==> config.mk <==
export PLATFORM = sky130hd
export DESIGN_NAME = cmie_divider
export DESIGN_NICKNAME = d
export VERILOG_FILES = /design/src/rtl/assert_macros.svh /design/src/rtl/cmie_pkg.sv /design/src/rtl/cmie_divider.sv
export SDC_FILE = /design/constraint.sdc
export NUM_CORES = 1
export LEC_CHECK = 0
export ABC_AREA = 1
export BUFFER_PORTS_ARGS = -buffer_cell sky130_fd_sc_hd__buf_4
export CAP_MARGIN = 0
export CORE_MARGIN = 2
export CORE_UTILIZATION = 34
export CTS_CLUSTER_DIAMETER = 60
export CTS_CLUSTER_SIZE = 25
export DETAILED_ROUTE_END_ITERATION = 7
export PLACE_DENSITY = 0.54
export SYNTH_ARGS = -nofsm -noshare
export SYNTH_HDL_FRONTEND = slang
export SYNTH_SLANG_ARGS = --single-unit
==> constraint.sdc <==
create_clock -name clk -period 4.6 [get_ports clk]
set_input_delay 0.23 -clock clk [delete_from_list [all_inputs] [get_ports clk]]
set_output_delay 0.23 -clock clk [all_outputs]
set_load 0.05 [all_outputs]
==> src/rtl/assert_macros.svh <==
// Assertion macros used by the top-level RTL file.
`ifndef ASSERT_MACROS_SVH
`define ASSERT_MACROS_SVH

// Assertion checked at every rising clock edge, off while reset is asserted.
`define ASSERT_CLK(label, clock, rst_n, prop) \
	label: assert property (@(posedge clock) disable iff (!(rst_n)) (prop)) \
		else $error("assertion failed");

// Implication checked at every rising clock edge, off while reset is asserted.
`define ASSERT_IMP(label, clock, rst_n, ante, cons) \
	label: assert property (@(posedge clock) disable iff (!(rst_n)) (ante) |-> (cons)) \
		else $error("assertion failed");

`endif

==> src/rtl/cmie_pkg.sv <==
`default_nettype none
package cmie_pkg;

	localparam int CONCEPTS = 10;
	localparam int ROUNDS = 3;
	localparam int IDX_W = $clog2(CONCEPTS);
	localparam int RND_W = (ROUNDS > 1) ? $clog2(ROUNDS) : 1;
	localparam int SLOT_W = 7;
	localparam int VAL_W = 16;
	localparam int PRED_W = 13;
	localparam int TOT_W = 24;
	localparam int PROD_W = 32;
	localparam int ACC_W = PROD_W + $clog2(CONCEPTS) + 1;
	localparam logic [TOT_W-1:0] TOTAL_MAX = {TOT_W{1'b1}};
	localparam logic [PRED_W-1:0] ONE_Q12 = 13'd4096;

	localparam logic [1:0] OP_WEIGHT = 2'd0;
	localparam logic [1:0] OP_CONCEPT = 2'd1;
	localparam logic [1:0] OP_FINISH = 2'd2;

	// Control word broadcast from the sequencer to every cell.
	typedef struct packed {
		logic load_w;
		logic load_a;
		logic mul;
		logic add;
		logic clr;
		logic sig;
		logic [IDX_W-1:0] step;
	} cell_ctl_t;

	// Sigmoid of half the net sum, piecewise linear on the rounded magnitude.
	function automatic logic [PRED_W-1:0] sigmoid_half(input logic signed [ACC_W-1:0] net);
		logic [ACC_W-1:0] mag;
		logic [ACC_W:0] sum;
		logic [ACC_W:0] q;
		logic [PRED_W-1:0] y;
		mag = net[ACC_W-1] ? (~net + 1'b1) : net;
		sum = {1'b0, mag} + (ACC_W+1)'(4096);
		q = sum >> 13;
		if (q >= (ACC_W+1)'(20480)) begin
			y = ONE_Q12;
		end else if (q >= (ACC_W+1)'(9728)) begin
			y = 13'd3456 + PRED_W'(q >> 5);
		end else if (q >= (ACC_W+1)'(4096)) begin
			y = 13'd2560 + PRED_W'(q >> 3);
		end else begin
			y = 13'd2048 + PRED_W'(q >> 2);
		end
		return net[ACC_W-1] ? (ONE_Q12 - y) : y;
	endfunction

endpackage
`default_nettype wire

==> src/rtl/cmie_divider.sv <==
`default_nettype none
module cmie_divider (
	input wire logic clk,
	input wire logic arst_n,
	input wire logic start,
	input wire logic [cmie_pkg::TOT_W-1:0] dividend,
	input wire logic [15:0] divisor,
	output logic done,
	output logic [cmie_pkg::TOT_W-1:0] quotient
);
	import cmie_pkg::*;

	logic busy_q;
	logic [4:0] cnt_q;
	logic [15:0] div_q;
	logic [15:0] rem_q;
	logic [TOT_W-1:0] quo_q;
	logic [16:0] sh;
	logic take;

	// One quotient bit a cycle, restoring form.
	assign sh = {rem_q, quo_q[TOT_W-1]};
	assign take = (sh >= {1'b0, div_q});

	always_ff @(posedge clk or negedge arst_n) begin
		if (!arst_n) begin
			busy_q <= 1'b0;
			cnt_q <= '0;
		end else if (start) begin
			busy_q <= 1'b1;
			cnt_q <= '0;
		end else if (busy_q) begin
			cnt_q <= cnt_q + 5'd1;
			if (cnt_q == 5'(TOT_W - 1)) begin
				busy_q <= 1'b0;
			end
		end
	end

	always_ff @(posedge clk) begin
		if (start) begin
			div_q <= divisor;
			rem_q <= '0;
			quo_q <= dividend;
		end else if (busy_q) begin
			rem_q <= take ? 16'(sh - {1'b0, div_q}) : sh[15:0];
			quo_q <= {quo_q[TOT_W-2:0], take};
		end
	end

	assign done = busy_q && (cnt_q == 5'(TOT_W - 1));
	assign quotient = {quo_q[TOT_W-2:0], take};
endmodule
`default_nettype wire

# Word level (Yosys, flattened, before mapping)
# Index checks and enable logic that the tools add are counted.
# W data, S select, Z words.
[totals]
wordCells = 19
n_memories = 0
ramBits = 0
latchBits = 0
regBits = 62
rom_bits = 0
[op_classes]
add_sub_neg = 2
multipliers = 0
n_lt_le_gt_ge = 1
bitwise = 0
n_reduce_logical = 2
mux = 8
div_mod_pow = 0
eq_ne = 1
shift = 0
[ops]
columns = ["operator", "n"]
rows = [
  ["$mux W24", 2],
  ["$ge A17 B16 Y1", 1],
  ["$mux W16", 1],
  ["$sub A16 B16 Y16", 1],
  ["$mux W5", 2],
  ["$add A5 B1 Y5 const B", 1],
  ["$eq A5 B5 Y1 const B", 1],
  ["$mux W1", 3],
  ["$reduce_bool A2 Y1", 1],
  ["$logic_and A1 B1 Y1", 1],
]

# Depth between registers and ports, before layout
[depth]
depth_word = 4
mapped_depth = 14
mapped_depth_nobuf = 14

# Worst setup path after synthesis
# No wires, ideal clock.
[synth_path]
path_kind = "reg2out"
start = "reg div_q[12]"
end = "out quotient[0] in the netlist's numbering"
path_stages_with_launch = 9
required_time_ns = 4.370
slack_ns = 2.699
arrival_time_ns = 1.671
path_cell_list = "edfxtp_1 -> inv_1 -> ha_1 -> a21oi_1 -> a21oi_2 -> nor2_4 -> nand2_4 -> buf_12 -> buf_4"
[synth_via]
elab_chain_cells = 1
[synth_rtl]
columns = ["element", "line_no", "rtl"]
rows = [
  ["start: declaration", "cmie_divider.sv:15", "logic [15:0] div_q;"],
  ["start signal: assignment", "cmie_divider.sv:42", "div_q <= divisor;"],
  ["$ge A17 B16 Y1", "cmie_divider.sv:23", "assign take = (sh >= {1'b0, div_q});"],
  ["end: declaration", "cmie_divider.sv:9", "output logic [cmie_pkg::TOT_W-1:0] quotient"],
]
# Every way passes these cells.

# Worst setup path in the final report
# Ends and elaborated chain as after synthesis.

==> results.yml <==
status:
  status: "finished clean"
detailed_routing:
  remaining_drc_errors: 0
  drt_wl_total_um: 8900
  avgRoutedWirePerCell_um: 12.9
  ant_nets: 0
  first_pass_iters: 4
  drt_iter0_drc: 150
  routed_via_density: 4.53
  num_vias: 3122
die:
  row_count: 38
  core-area_um2: 10900
  ios: 68
  die_y_um: 110
  initial_core_util: 0.353
  fp.dieW_um: 110
  fp.dieArea_um2: 12200
logic_synthesis:
  yosys_most_used_dff: "edfxtp_1"
  async_flop_share: 0.0968
  synth-seq-cells: 62
  syn-num-nets: 559
  syn_area_um2: 3860
  syn_avg_cell_area_um2: 7.74
  yosys.cell_types.count: 37
  syn_inst: 498
  ys_warn_count: 0
  ys_seq_area_frac: 0.433
  synth_edf_count: 40
layout:
  fill_cells: 1134
  antenna_cells: 0
  nets: 605
  postLayoutCellArea_um2: 4650
  drive_gt1_frac: 0.193
  area_delta_synth_final_pct: 20.6
  finish.utilization: 0.425
sta:
  rsz0062_at_grt: "no"
  setup_viol: 0
  fmax_mhz: 373
  hold_viol: 0
  max_slew_margin: 0.211
  timing.hold.ws_ns: 0.0767
  worst_slew_pin_slew_ns: 1.18
  period_share: 0.583
  finalSetupTns_ns: 0
  post-route-min-period_ns: 2.68
  finalClockSkew_ns: 0.00587
  setup_ws_ns: 1.92
  drv_slew: 0
setup_path:
  timing.rr.end: "rem_q[3]"
  crit_path_start_kind: "register"
  cp_max_fo: 18
  cp-end-kind: "primary output"
  ff2ff_path_depth: 9
  r2r_slack_ns: 2.31
  criticalPathCategory: "reg2out"
  crit_arrival_ns: 2.45
  worst_ep_required_time_ns: 4.37
  r2r_start: "div_q[12]"
pwr:
  leakage_uw: 0.00238
  ir_drop_mv: 0.274
  power_density_nw_per_um2: 547
global_routing:
  grt_util_met2: 0.239
  top_usage_layer: "met2"
  grt_use_met1: 0.209
  grt_overflow: 0
  antenna_found_initial: 0
  met3_usage: 0.0247
  grt_pass1_wl_um: 15100
  grt_max_degree: 46
  grt_use_total: 0.150
  first_global_vias: 3064
flow_run:
  maxCapViolCount: 0
clock_network:
  clk_pin_slew_ns: 0.06
  cts_sinks: 62
  cts_setup_buffers: 0
  cts-root-buf: "clkbuf_16"
  postCtsHoldBufs: 1
  clock_path_buffers: 2
  post_cts_resized: 0
  cts_made_buffers: 9
  h-tree-depth: 3
  worstSkewPairLatency_ns: 0.33
  cts_tree: "yes"
placed_design:
  hpwl_um: 6660
  dpl_cell_area_um2: 4290
  portBuffers: 67
  pre_cts_slack_ns: 2.10
  place_congestion: 0.837
hold_path:
  min_path_cells: 1
  hold_start: "divisor[11]"
  hold_path_class: "in2reg"
  min_to: "div_q[11]"
==> kinds of logic (layout without fill, tap and decap cells) <==
family / after synthesis / count (layout) / share of synthesized area
and+or+nand+nor: 275 / 275 / 0.314
xor gates and xnor gates: 6 / 6 / 0.0136
AOI/OAI and AO/OA: 27 / 27 / 0.0393
DFF: 62 / 62 / 0.433
buffers and inverters: 110 / 161 / 0.139
adders and majority gates: 18 / 18 / 0.0603
==> final cells by class <==
type,instances,area [um2],area share
tap,140,175,0.0377
inverter,77,289,0.0622
clock inverter,7,128,0.0274
sequential,62,1670,0.360
timing repair buffer,68,513,0.110
clock buffer,9,225,0.0484
multi-input combinational,326,1650,0.354
==> per-layer routing <==
metal,wire (um),part of all wire
met5,0,0
met4,117,0.013
met3,220,0.025
met2,4200,0.47
met1,4360,0.49
==> flip-flops by register name, summed over array words and instances, names as in the netlist <==
name,cells
busy_q,1
rem_q,16
div_q,16
quo_q,24
cnt_q,5
==> metrics by stage <==
step	std cells	power [uW]
after floorplan	498	1560
after global placement	672	1740
after detailed placement	672	1750
after CTS	689	2570
after global routing	689	2730
final	689	2540
==> layout by cell type, fill, tap and decap left out, types with 2 or more instances in the layout <==
master	instances
nand2_1	183
inv_1	73
buf_4	67
nand3_1	40
edfxtp_1	40
ha_1	17
dfxtp_1	16
nor2_1	15
a21oi_1	9
o21ai_0	9
clkbuf_16	9
nand2_2	6
nor3_1	6
dfrtp_1	6
nand4_1	5
nand3b_1	5
xnor2_1	5
nor2_2	4
nor2_4	3
nand3_2	3
o21ai_1	3
bufinv_16	3
clkinv_1	2
a21oi_2	2
inv_2	2
nand2_4	2
a31oi_1	2
inv_6	2
==> critical path, cell delays in order, from the launching register on <==
cell and delay (ns):
edfxtp_1 0.32, inv_1 0.04, ha_1 0.35, a21oi_1 0.34, a21oi_2 0.12, nor2_4 0.41
nand2_4 0.26, buf_4 0.27
==> worst max path at each step <==
stage                     cells after the start      start           to  slack (ns)
after detailed placement                      3      start     quo_q[8]        2.10
after CTS                                     7  div_q[12]  quotient[0]        1.90
final                                         7  div_q[12]  quotient[0]        1.92
after floorplan                               8  div_q[12]  quotient[0]        2.70
after global routing                          7  div_q[12]  quotient[0]        1.73
after global placement                        3      start    quo_q[14]        2.14
==> cells in the mapped netlist, types with 2 or more instances <==
| library cell | number | area (um2) |
|---|---|---|
| dfrtp_1 | 6 | 150 |
| nand2_1 | 183 | 687 |
| a21oi_1 | 9 | 45.0 |
| nand2_2 | 6 | 37.5 |
| clkbuf_1 | 3 | 11.3 |
| buf_4 | 24 | 180 |
| clkinv_1 | 2 | 7.51 |
| buf_6 | 2 | 22.5 |
| dfxtp_1 | 16 | 320 |
| buf_2 | 2 | 10.0 |
| nand4_1 | 5 | 31.3 |
| xnor2_1 | 5 | 43.8 |
| nand3_2 | 3 | 30.0 |
| nand2_4 | 2 | 22.5 |
| nor3_1 | 6 | 30.0 |
| inv_2 | 2 | 7.51 |
| edfxtp_1 | 40 | 1200 |
| nor2_4 | 3 | 33.8 |
| nor2_2 | 4 | 25.0 |
| ha_1 | 17 | 213 |
| inv_1 | 73 | 274 |
| a31oi_1 | 2 | 12.5 |
| o21ai_0 | 9 | 45.0 |
| nand3_1 | 40 | 200 |
| nand3b_1 | 5 | 37.5 |
| a21oi_2 | 2 | 17.5 |
| o21ai_1 | 3 | 15.0 |
| nor2_1 | 15 | 56.3 |
==> power by group <==
group	internal [uW]	total, uW	switching [uW]
clock	538	809	271
sequential	687	742	55.5
combinational	345	993	648
Note: power is estimated with default switching activity, not from simulation.
