**src/rtl/assert_macros.svh**
```systemverilog
// Assertion macros used by the top-level RTL file.
`ifndef ASSERT_MACROS_SVH
`define ASSERT_MACROS_SVH

// Assertion checked at every rising clock edge, off while reset is asserted.
`define ASSERT_CLK(label, clock, rst_n, prop) \
	label: assert property (@(posedge clock) disable iff (!(rst_n)) (prop)) \
		else $error("assertion failed");

// Implication checked at every rising clock edge, off while reset is asserted.
`define ASSERT_IMP(label, clock, rst_n, ante, cons) \
	label: assert property (@(posedge clock) disable iff (!(rst_n)) (ante) |-> (cons)) \
		else $error("assertion failed");

`endif

```
**src/rtl/cmie_pkg.sv**
```systemverilog
`default_nettype none
package cmie_pkg;

	localparam int CONCEPTS = 10;
	localparam int ROUNDS = 3;
	localparam int IDX_W = $clog2(CONCEPTS);
	localparam int RND_W = (ROUNDS > 1) ? $clog2(ROUNDS) : 1;
	localparam int SLOT_W = 7;
	localparam int VAL_W = 16;
	localparam int PRED_W = 13;
	localparam int TOT_W = 24;
	localparam int PROD_W = 32;
	localparam int ACC_W = PROD_W + $clog2(CONCEPTS) + 1;
	localparam logic [TOT_W-1:0] TOTAL_MAX = {TOT_W{1'b1}};
	localparam logic [PRED_W-1:0] ONE_Q12 = 13'd4096;

	localparam logic [1:0] OP_WEIGHT = 2'd0;
	localparam logic [1:0] OP_CONCEPT = 2'd1;
	localparam logic [1:0] OP_FINISH = 2'd2;

	// Control word broadcast from the sequencer to every cell.
	typedef struct packed {
		logic load_w;
		logic load_a;
		logic mul;
		logic add;
		logic clr;
		logic sig;
		logic [IDX_W-1:0] step;
	} cell_ctl_t;

	// Sigmoid of half the net sum, piecewise linear on the rounded magnitude.
	function automatic logic [PRED_W-1:0] sigmoid_half(input logic signed [ACC_W-1:0] net);
		logic [ACC_W-1:0] mag;
		logic [ACC_W:0] sum;
		logic [ACC_W:0] q;
		logic [PRED_W-1:0] y;
		mag = net[ACC_W-1] ? (~net + 1'b1) : net;
		sum = {1'b0, mag} + (ACC_W+1)'(4096);
		q = sum >> 13;
		if (q >= (ACC_W+1)'(20480)) begin
			y = ONE_Q12;
		end else if (q >= (ACC_W+1)'(9728)) begin
			y = 13'd3456 + PRED_W'(q >> 5);
		end else if (q >= (ACC_W+1)'(4096)) begin
			y = 13'd2560 + PRED_W'(q >> 3);
		end else begin
			y = 13'd2048 + PRED_W'(q >> 2);
		end
		return net[ACC_W-1] ? (ONE_Q12 - y) : y;
	endfunction

endpackage
`default_nettype wire

```
**src/rtl/cmie_cell.sv**
```systemverilog
`default_nettype none
module cmie_cell (
	input wire logic clk,
	input wire cmie_pkg::cell_ctl_t ctl,
	input wire logic [cmie_pkg::IDX_W-1:0] cell_idx,
	input wire logic [cmie_pkg::SLOT_W-1:0] slot,
	input wire logic [cmie_pkg::VAL_W-1:0] val,
	input wire logic [cmie_pkg::VAL_W-1:0] a_in,
	output logic [cmie_pkg::VAL_W-1:0] a_out
);
	import cmie_pkg::*;

	// Column of the weight matrix that feeds this concept.
	logic [VAL_W-1:0] w_q [CONCEPTS];
	logic [VAL_W-1:0] a_q;
	logic signed [PROD_W-1:0] prod_q;
	logic signed [ACC_W-1:0] acc_q;
	logic [IDX_W:0] wsum;
	logic [IDX_W-1:0] widx;

	// Row of the weight that pairs with the concept now held here.
	assign wsum = {1'b0, cell_idx} + {1'b0, ctl.step};
	assign widx = (wsum >= (IDX_W+1)'(CONCEPTS)) ? IDX_W'(wsum - (IDX_W+1)'(CONCEPTS))
		: wsum[IDX_W-1:0];

	// Weight loads pick the slot row*CONCEPTS + this column.
	always_ff @(posedge clk) begin
		for (int n = 0; n < CONCEPTS; n++) begin
			if (ctl.load_w && slot == SLOT_W'(n * CONCEPTS) + SLOT_W'(cell_idx)) begin
				w_q[n] <= val;
			end
		end
	end

	// Concept register: loaded, rotated around the ring, or replaced by the sigmoid.
	always_ff @(posedge clk) begin
		if (ctl.load_a && slot == SLOT_W'(cell_idx)) begin
			a_q <= val;
		end else if (ctl.mul) begin
			a_q <= a_in;
		end else if (ctl.sig) begin
			a_q <= VAL_W'(sigmoid_half(acc_q));
		end
	end

	// Multiply, then accumulate in the next cycle.
	always_ff @(posedge clk) begin
		if (ctl.mul) begin
			prod_q <= $signed(a_q) * $signed(w_q[widx]);
		end
		if (ctl.clr) begin
			acc_q <= '0;
		end else if (ctl.add) begin
			acc_q <= acc_q + ACC_W'(prod_q);
		end
	end

	assign a_out = a_q;
endmodule
`default_nettype wire

```
**config.mk**
```make
export PLATFORM = sky130hd
export DESIGN_NAME = cmie_cell
export DESIGN_NICKNAME = d
export VERILOG_FILES = /design/src/rtl/assert_macros.svh /design/src/rtl/cmie_pkg.sv /design/src/rtl/cmie_cell.sv
export SDC_FILE = /design/constraint.sdc
export NUM_CORES = 1
export LEC_CHECK = 0
export BUFFER_PORTS_ARGS = -buffer_cell sky130_fd_sc_hd__buf_2
export CORE_MARGIN = 8
export CORE_UTILIZATION = 65
export DETAILED_ROUTE_END_ITERATION = 8
export PLACE_DENSITY_LB_ADDON = 0.25
export SETUP_SLACK_MARGIN = 0.2
export SLEW_MARGIN = 15
export SYNTH_ARGS = -nofsm -noshare
export SYNTH_HDL_FRONTEND = slang
export SYNTH_SLANG_ARGS = --single-unit
```
**constraint.sdc**
```tcl
create_clock -name clk -period 17.2 [get_ports clk]
set_clock_uncertainty 0.05 [all_clocks]
set_input_delay 4.3 -clock clk [delete_from_list [all_inputs] [get_ports clk]]
set_output_delay 4.3 -clock clk [all_outputs]
set_load 0.05 [all_outputs]
```
Word-level counts from Yosys, hierarchy flattened. Memories as Yosys holds them, arrays and structs flattened. Cells that the tools add are included.

Register bits after elaboration: 85. Memory bits (writable): 160. Bits of input ports: 54. Output and inout bits: 16. Logic and storage cells: 118. Memories: 1.

Memories: w_q (depth 10, bits a word 16, rd ports 1, clocked after Yosys merged registers in 0, write ports 1, line cmie_cell.sv:14) `logic [VAL_W-1:0] w_q [CONCEPTS];`.

$add $sub $neg: 18. Multipliers: 1. $lt $le $gt $ge: 4. Eq/ne operators: 10. Multiplexer cells: 59. Bitwise logic cells: 1. Reduce and logical (&&, ||, !) cells: 21.

Operators with widths (count): 2-to-1 mux 16 bit (12); OR reduction 16 bit (9); 2-to-1 mux 13 bit (7); == test 7 bit (6); 2-to-1 mux 4 bit (10); adder 12 x 13 -> 13 bit, first input constant (3); adder 37 x 13 -> 38 bit, second input constant (1); adder 37 x 1 -> 37 bit, second input constant (1); adder 37 x 32 -> 37 bit (1); 2-to-1 mux 37 bit (1); inverter 37 bit (1); multiplier 16 x 16 -> 32 bit (1); 2-to-1 mux 1 bit (29); >= comparator 25 x 13 -> 1 bit, second input constant (1); >= comparator 25 x 14 -> 1 bit, second input constant (1); >= comparator 25 x 15 -> 1 bit, second input constant (1); adder 6 x 4 -> 7 bit, first input constant (3); adder 7 x 4 -> 7 bit, first input constant (3); == test 7 x 6 -> 1 bit (2); subtractor 13 bit, first input constant (1); adder 5 x 4 -> 6 bit, first input constant (2); logical AND 1 bit (11); == test 7 x 4 -> 1 bit (1); == test 7 x 5 -> 1 bit (1); 5 further kinds (5).

Longest topological paths before layout. Gate-level depths: netlist of the first run.

Depth in word-level cells: 16. Gate-level depth with buffers: 38. Gate-level depth less buffers: 36.

Worst setup path before layout of the first run. No wires, ideal clock.

Path kind: input port to flip-flop. Start: input ctl[0] (netlist bit). End: register prod_q[31] (data pin). Library setup time: 0.260 ns. Data arrival time: 13.081 ns. Required time: 16.890 ns. Setup slack: 3.809 ns. Stages: 35. Path buffers: 2. Cells stage by stage: ha_1 fa_1 xnor2_1 ha_1 nand2_1 a21boi_0 mux2i_1 clkbuf_1 mux2i_1 a21oi_1 clkbuf_1 and2_1 fa_1 inv_1 fa_1 inv_1 ha_1 fa_1 inv_1 fa_1 fa_1 inv_1 ha_1 a21oi_1 nor2b_1 o21a_1 o31ai_1 a211o_1 a31oi_1 a41o_1 o41ai_1 nor3_1 o31a_1 nor2_1 xnor2_1.

Cells in the longest elaborated chain, start to end: 5. Elaborated cells on any way between the ends: 6. Classes of those cells: 2 x add/sub; 1 x mul; 1 x order compare; 1 x mux; 1 x memory.

RTL lines: from (decl) (line cmie_cell.sv:4) `input wire cmie_pkg::cell_ctl_t ctl,`; adder 4 x 4 -> 5 bit (*) (line cmie_cell.sv:22) `assign wsum = {1'b0, cell_idx} + {1'b0, ctl.step};`; subtractor 4 bit or >= comparator 5 x 4 -> 1 bit (tied branches) (line cmie_cell.sv:23) `assign widx = (wsum >= (IDX_W+1)'(CONCEPTS)) ? IDX_W'(wsum - (IDX_W+1)'(CONCEPTS))`; 2-to-1 mux 4 bit (*) (line cmie_cell.sv:23); memory (10 x 16 bit) (*); multiplier 16 x 16 -> 32 bit (*) (line cmie_cell.sv:49) `prod_q <= $signed(a_q) * $signed(w_q[widx]);`; to (signal assigned) (line cmie_cell.sv:49); to (decl) (line cmie_cell.sv:16) `logic signed [PROD_W-1:0] prod_q;`.

Mark *: on every way between the ends. The rest lies on a longest branch, timed or not. A chain may end at the register's enable or synchronous reset.

Worst setup path after layout of the first run.
Start: input cell_idx[0] (netlist bit). End: register prod_q[31] (data pin).

Cells in the longest elaborated chain, start to end: 5. Elaborated cells on any way between the ends: 6. Classes of those cells: 2 x add/sub; 1 x mul; 1 x order compare; 1 x mux; 1 x memory.

RTL lines: from (decl) (line cmie_cell.sv:5) `input wire logic [cmie_pkg::IDX_W-1:0] cell_idx,`; adder 4 x 4 -> 5 bit (*) (line cmie_cell.sv:22); subtractor 4 bit or >= comparator 5 x 4 -> 1 bit (tied branches) (line cmie_cell.sv:23); 2-to-1 mux 4 bit (*) (line cmie_cell.sv:23); memory (10 x 16 bit) (*); multiplier 16 x 16 -> 32 bit (*) (line cmie_cell.sv:49).

Marks and branches as above.

==> results of run 1 <==
layout make-up:
class,instances,share of cell area
Clock inverter,20,0.0121
Tap cell,468,0.0229
Multi-Input combinational cell,1590,0.590
Timing Repair Buffer,102,0.0232
Sequential cell,245,0.273
Clock buffer,28,0.0257
Inverter,359,0.0527
routing by layer:
layer	vias to the layer above	share of wire
li1	7719	-
met1	8504	0.39
met2	681	0.51
met3	154	0.067
met4	2	0.036
met5	-	0.00023
sequential cells by signal, summed over array words and instances (netlist names):
register and cells:
a_out 16, acc_q 37, prod_q 32, w_q 160
cell families (layout without fill, tap and decap cells):
group           after synthesis  after routing  share of synthesized area
fa+ha+maj                   407            407                      0.299
compound gates              317            317                     0.0919
xor+xnor                    128            128                     0.0476
mux                          87             87                     0.0539
simple gates                651            651                      0.141
flops                       245            245                      0.295
buf+inv                     451            509                     0.0723
synth_stat cells, drive strengths merged (37+ instances only):
cell and count:
fa 264, inv 358, nand2 204, dfxtp 37, xor2 42, o21ai 53, a21oi 93, clkbuf 77
xnor2 86, and2 133, edfxtp 208, ha 143, nor2 115, mux2i 50
path summary, 6_finish.rpt:
kind	endpoint	from	slack, ns	cells after the start
min	acc_q[4]$_SDFFE_PP0P_	acc_q[4]$_SDFFE_PP0P_	0.45	2
max reg2reg	a_out[8]$_DFFE_PP_	acc_q[7]$_SDFFE_PP0P_	9.05	27
max	prod_q[31]$_DFFE_PP_	cell_idx[0]	3.37	37
min reg2reg	acc_q[4]$_SDFFE_PP0P_	acc_q[4]$_SDFFE_PP0P_	0.45	2
layout by cell type, fill, tap and decap left out, types with 8 or more instances in the layout:
| cell type | instances |
|---|---|
| inv_1 | 356 |
| fa_1 | 264 |
| edfxtp_1 | 208 |
| nand2_1 | 204 |
| ha_1 | 142 |
| and2_1 | 133 |
| nor2_1 | 115 |
| a21oi_1 | 89 |
| xnor2_1 | 85 |
| buf_2 | 69 |
| o21ai_0 | 50 |
| mux2i_1 | 49 |
| xor2_1 | 41 |
| dfxtp_1 | 37 |
| buf_4 | 33 |
| mux4_2 | 32 |
| a21o_1 | 31 |
| nand3_1 | 31 |
| nor3_1 | 29 |
| a211oi_1 | 26 |
| clkbuf_16 | 26 |
| nor2b_1 | 25 |
| a31oi_1 | 17 |
| or3_1 | 14 |
| and3_1 | 14 |
| nand4_1 | 10 |
| or4_1 | 9 |
| o21a_1 | 9 |
| o31ai_1 | 9 |
| o211ai_1 | 9 |
| or2_2 | 8 |
critical path: cells and delay by family:
kind / cells / cell delay [ns]
and+or+nand+nor: 5 / 0.64
xor gates and xnor gates: 3 / 0.58
muxes: 2 / 0.61
AOI/OAI and AO/OA: 10 / 2.99
adders and majority gates: 10 / 3.92
buffers and inverters: 7 / 1.00
per-stage QoR:
step           worst slack [ns]  cell area (sq um)   util  instances  hold WS [ns]
5_1_grt                    2.79              25600  0.705       2812         0.477
6_report                   3.37              25600  0.705       2812         0.446
2_1_floorplan              3.81              23700      -       2286         0.418
4_1_cts                    3.43              25600  0.705       2812         0.449
3_3_place_gp               2.70              24600  0.678       2764         0.440
3_5_place_dp               2.90              24600  0.678       2764         0.441
==> out/results.tsv, run 1 <==
metric	value	unit
status	complete, no violations	
grt_pass1_wl	93400	um
drt_iter0_markers	1278	
clk_path_buf_depth	3	
grt_max_degree	65	
crit_path_max_incr_delay	0.64	ns
cts_setup_buffers	0	
dpl.hpwl	42000	um
slew_violations	0	
post_cts_resized	0	
cap_violations	0	
finalCritPeriodShare	0.804	
top_usage_layer	met2	
drive_above_1_share	0.0973	
fin_tns_setup	0	ns
synth_top_area_share	0.264	
syn-num-nets	2747	
io_buffers	69	
worstHoldPathType	reg -> reg	
grt_use_met1	0.338	
finalCriticalPeriod	13.83	ns
viasPerCell	6.07	
crit_path_start_kind	input pin	
start_util	0.653	
areaGrowthSynthToFinish	7.91	%
use_met2	0.496	
slew_headroom	0.310	
setup_violations	0	
critPathSlowestCell	o41ai_1	
grt_usage	0.277	
root_buffer	clkbuf_16	
vias	17100	
rsz0062_at_grt	no	
drc_errors	0	
diodes	0	
multi_input_area	0.0151	sq mm
die_area	0.0428	sq mm
synth.area.top_cells	edfxtp_1 (26%), fa_1 (22%), ha_1 (7.6%)	
criticalPathCategory	in -> reg	
core	0.0363	sq mm
avgSynthCellArea	10.4	sq um
die_w	207	um
routabilityCongestion	0.910	
rows	70	
wirelength	57300	um
ys_ff_latch	245	
synth_area_leader_cell	edfxtp_1	
cts_sinks	245	
netlist_instances	2286	
die_h	207	um
synth_sequential_area_ratio	0.295	
synth-edff-count	208	
insertion_delay	0.57	ns
first_pass_iters	5	
io_pins	70	
synth_ff_type	edfxtp_1	
fin_nets	2785	
grtUsageMet3	0.0428	
drt.antenna.violating_nets	0	
cp_data_arrival_time	14.07	ns
yosysUniqueCellTypes	87	
yosysWarnings	0	
grt-ovfl-total	0	
path_max_fanout	32	
cp.required	17.44	ns
ctsHoldBuffers	0	
drt-wirelength-per-cell	20.4	um
cts_tree	yes	
cts_htree_levels	1	
antenna_found_initial	1	
tightest_slew	1.01	ns
grt_pass1_vias	17900	
fillers	2629	
cp_common_cell	fa_1	
seq_area	0.00699	sq mm
cts-buffers-inserted	26	
hold_viol	0	
clk_pin_slew	0.06	ns
cp-end-kind	register	
async_reset_ff_frac	0	
max_freq	72.3	MHz
netlist_area	0.0237	sq mm
Power of run 1 is left out: the tool's default activity adds up to more than one toggle a clock period on the data nets, which glitch-free logic cannot reach.
==> inputs of run 2 (changes only) <==
==> constraint.sdc (replaced) <==
create_clock -name clk -period 14.2 [get_ports clk]
set_clock_uncertainty 0.05 [all_clocks]
set_input_delay 3.55 -clock clk [delete_from_list [all_inputs] [get_ports clk]]
set_output_delay 3.55 -clock clk [all_outputs]
set_load 0.05 [all_outputs]
==> out/results.tsv, run 2 (synthesis gave the netlist of run 1 again) <==
metric	value	unit	change
status	complete, no violations		unchanged
cts-buffers-inserted	26		unchanged
cts_setup_buffers	0		unchanged
top_regs	w_q (160), acc_q (37), prod_q (32)		unchanged
worstHoldPathType	reg -> reg		unchanged
use_met2	0.487		was 0.496
diodes	0		unchanged
cp-end-kind	register		unchanged
dpl.hpwl	41700	um	was 42000 um
criticalPathCategory	in -> reg		unchanged
cap_violations	0		unchanged
die_area	0.0428	sq mm	unchanged
cts_sinks	245		unchanged
finalCriticalPeriod	12.59	ns	
setup_violations	0		unchanged
fillers	2607		was 2629
grt_use_met1	0.337		was 0.338
grt-ovfl-total	0		unchanged
final_cell_mix	inv_1 (356), fa_1 (264), edfxtp_1 (208)		unchanged
drt.antenna.violating_nets	0		unchanged
crit_path_max_incr_delay	0.73	ns	was 0.64 ns
antenna_found_initial	0		was 1
hold_viol	0		unchanged
grt_max_degree	55		was 65
io_pins	70		unchanged
drive_above_1_share	0.0991		was 0.0973
cts_tree	yes		unchanged
root_buffer	clkbuf_16		unchanged
core	0.0363	sq mm	unchanged
worst_slack	1.61	ns	was 3.37 ns
fin_tns_setup	0	ns	unchanged
cts_htree_levels	1		unchanged
start_util	0.653		unchanged
whs	0.462	ns	was 0.446 ns
drt-wirelength-per-cell	19.8	um	was 20.4 um
grt_usage	0.270		was 0.277
cp_common_cell	fa_1		unchanged
multi_input_area	0.0151	sq mm	about the same
rows	70		unchanged
wirelength	55700	um	was 57300 um
clk_pin_slew	0.06	ns	about the same
io_buffers	69		unchanged
postLayoutCoreUtil	0.703		was 0.705
routabilityCongestion	0.898		was 0.910
largest_reg_flops	160		unchanged
crit_path_start_kind	input pin		unchanged
insertion_delay	0.56	ns	was 0.57 ns
areaGrowthSynthToFinish	7.69	%	was 7.91%
ctsHoldBuffers	0		unchanged
top_usage_layer	met2		unchanged
finalCritPeriodShare	0.886		
vias	16900		was 17100
clk_path_buf_depth	3		unchanged
slew_headroom	0.313		was 0.310
fin_nets	2793		was 2785
cp.required	14.45	ns	was 17.44 ns
post_cts_resized	0		unchanged
slew_violations	0		unchanged
largest-register	w_q		unchanged
die_h	207	um	unchanged
path_max_fanout	32		unchanged
drt_iter0_markers	1332		was 1278
rsz0062_at_grt	no		unchanged
final_common_cell	inv_1		unchanged
seq_area	0.00699	sq mm	unchanged
drc_errors	0		unchanged
grtUsageMet3	0.0318		was 0.0428
first_pass_iters	6		was 5
grt_pass1_wl	91400	um	was 93400 um
dp_slack	1.13	ns	was 2.90 ns
max_freq	79.5	MHz	
die_w	207	um	unchanged
tightest_slew	1.01	ns	about the same
cp_data_arrival_time	12.84	ns	was 14.07 ns
grt_pass1_vias	17800		was 17900
viasPerCell	5.99		was 6.07
critPathSlowestCell	a21oi_2		was o41ai_1
==> run 2: area by class of cell <==
type	count	area share
repair buffers	110	0.0256
clock buffers	29	0.0259
inverters	359	0.0528
flip-flops and latches	245	0.274
well taps	468	0.0230
clock inverters	19	0.00775
multi-input cells	1590	0.591
==> run 2: worst paths after layout <==
| check | startpoint | to | slack, ns | cells after the start |
|---|---|---|---|---|
| setup / recovery | cell_idx[0] | prod_q[31]$_DFFE_PP_ | 1.61 | 34 |
| hold / removal | acc_q[4]$_SDFFE_PP0P_ | acc_q[4]$_SDFFE_PP0P_ | 0.46 | 2 |
| setup reg to reg | acc_q[3]$_SDFFE_PP0P_ | a_out[8]$_DFFE_PP_ | 6.27 | 27 |
| hold reg to reg | acc_q[4]$_SDFFE_PP0P_ | acc_q[4]$_SDFFE_PP0P_ | 0.46 | 2 |
==> run 2: through the flow <==
step	cells	cell area, sq um
4_1_cts	2820	25500
5_1_grt	2820	25500
3_5_place_dp	2772	24600
3_3_place_gp	2772	24600
2_1_floorplan	2286	23700
6_report	2820	25500
==> run 2: per-layer routing <==
layer / wire, um / share of wire
met1: 22500 / 0.40
met2: 28100 / 0.50
met3: 3360 / 0.060
met4: 1770 / 0.032
met5: 0 / 0
==> run 2: worst max-delay path: cells and delay by family <==
family / cells / cell delay [ns]
muxes: 2 / 0.39
buffers and inverters: 6 / 0.89
AOI/OAI and AO/OA: 8 / 2.49
xor gates and xnor gates: 3 / 0.54
adders and majority gates: 10 / 4.21
and+or+nand+nor: 5 / 0.72
Power of run 2 is left out for the same reason.
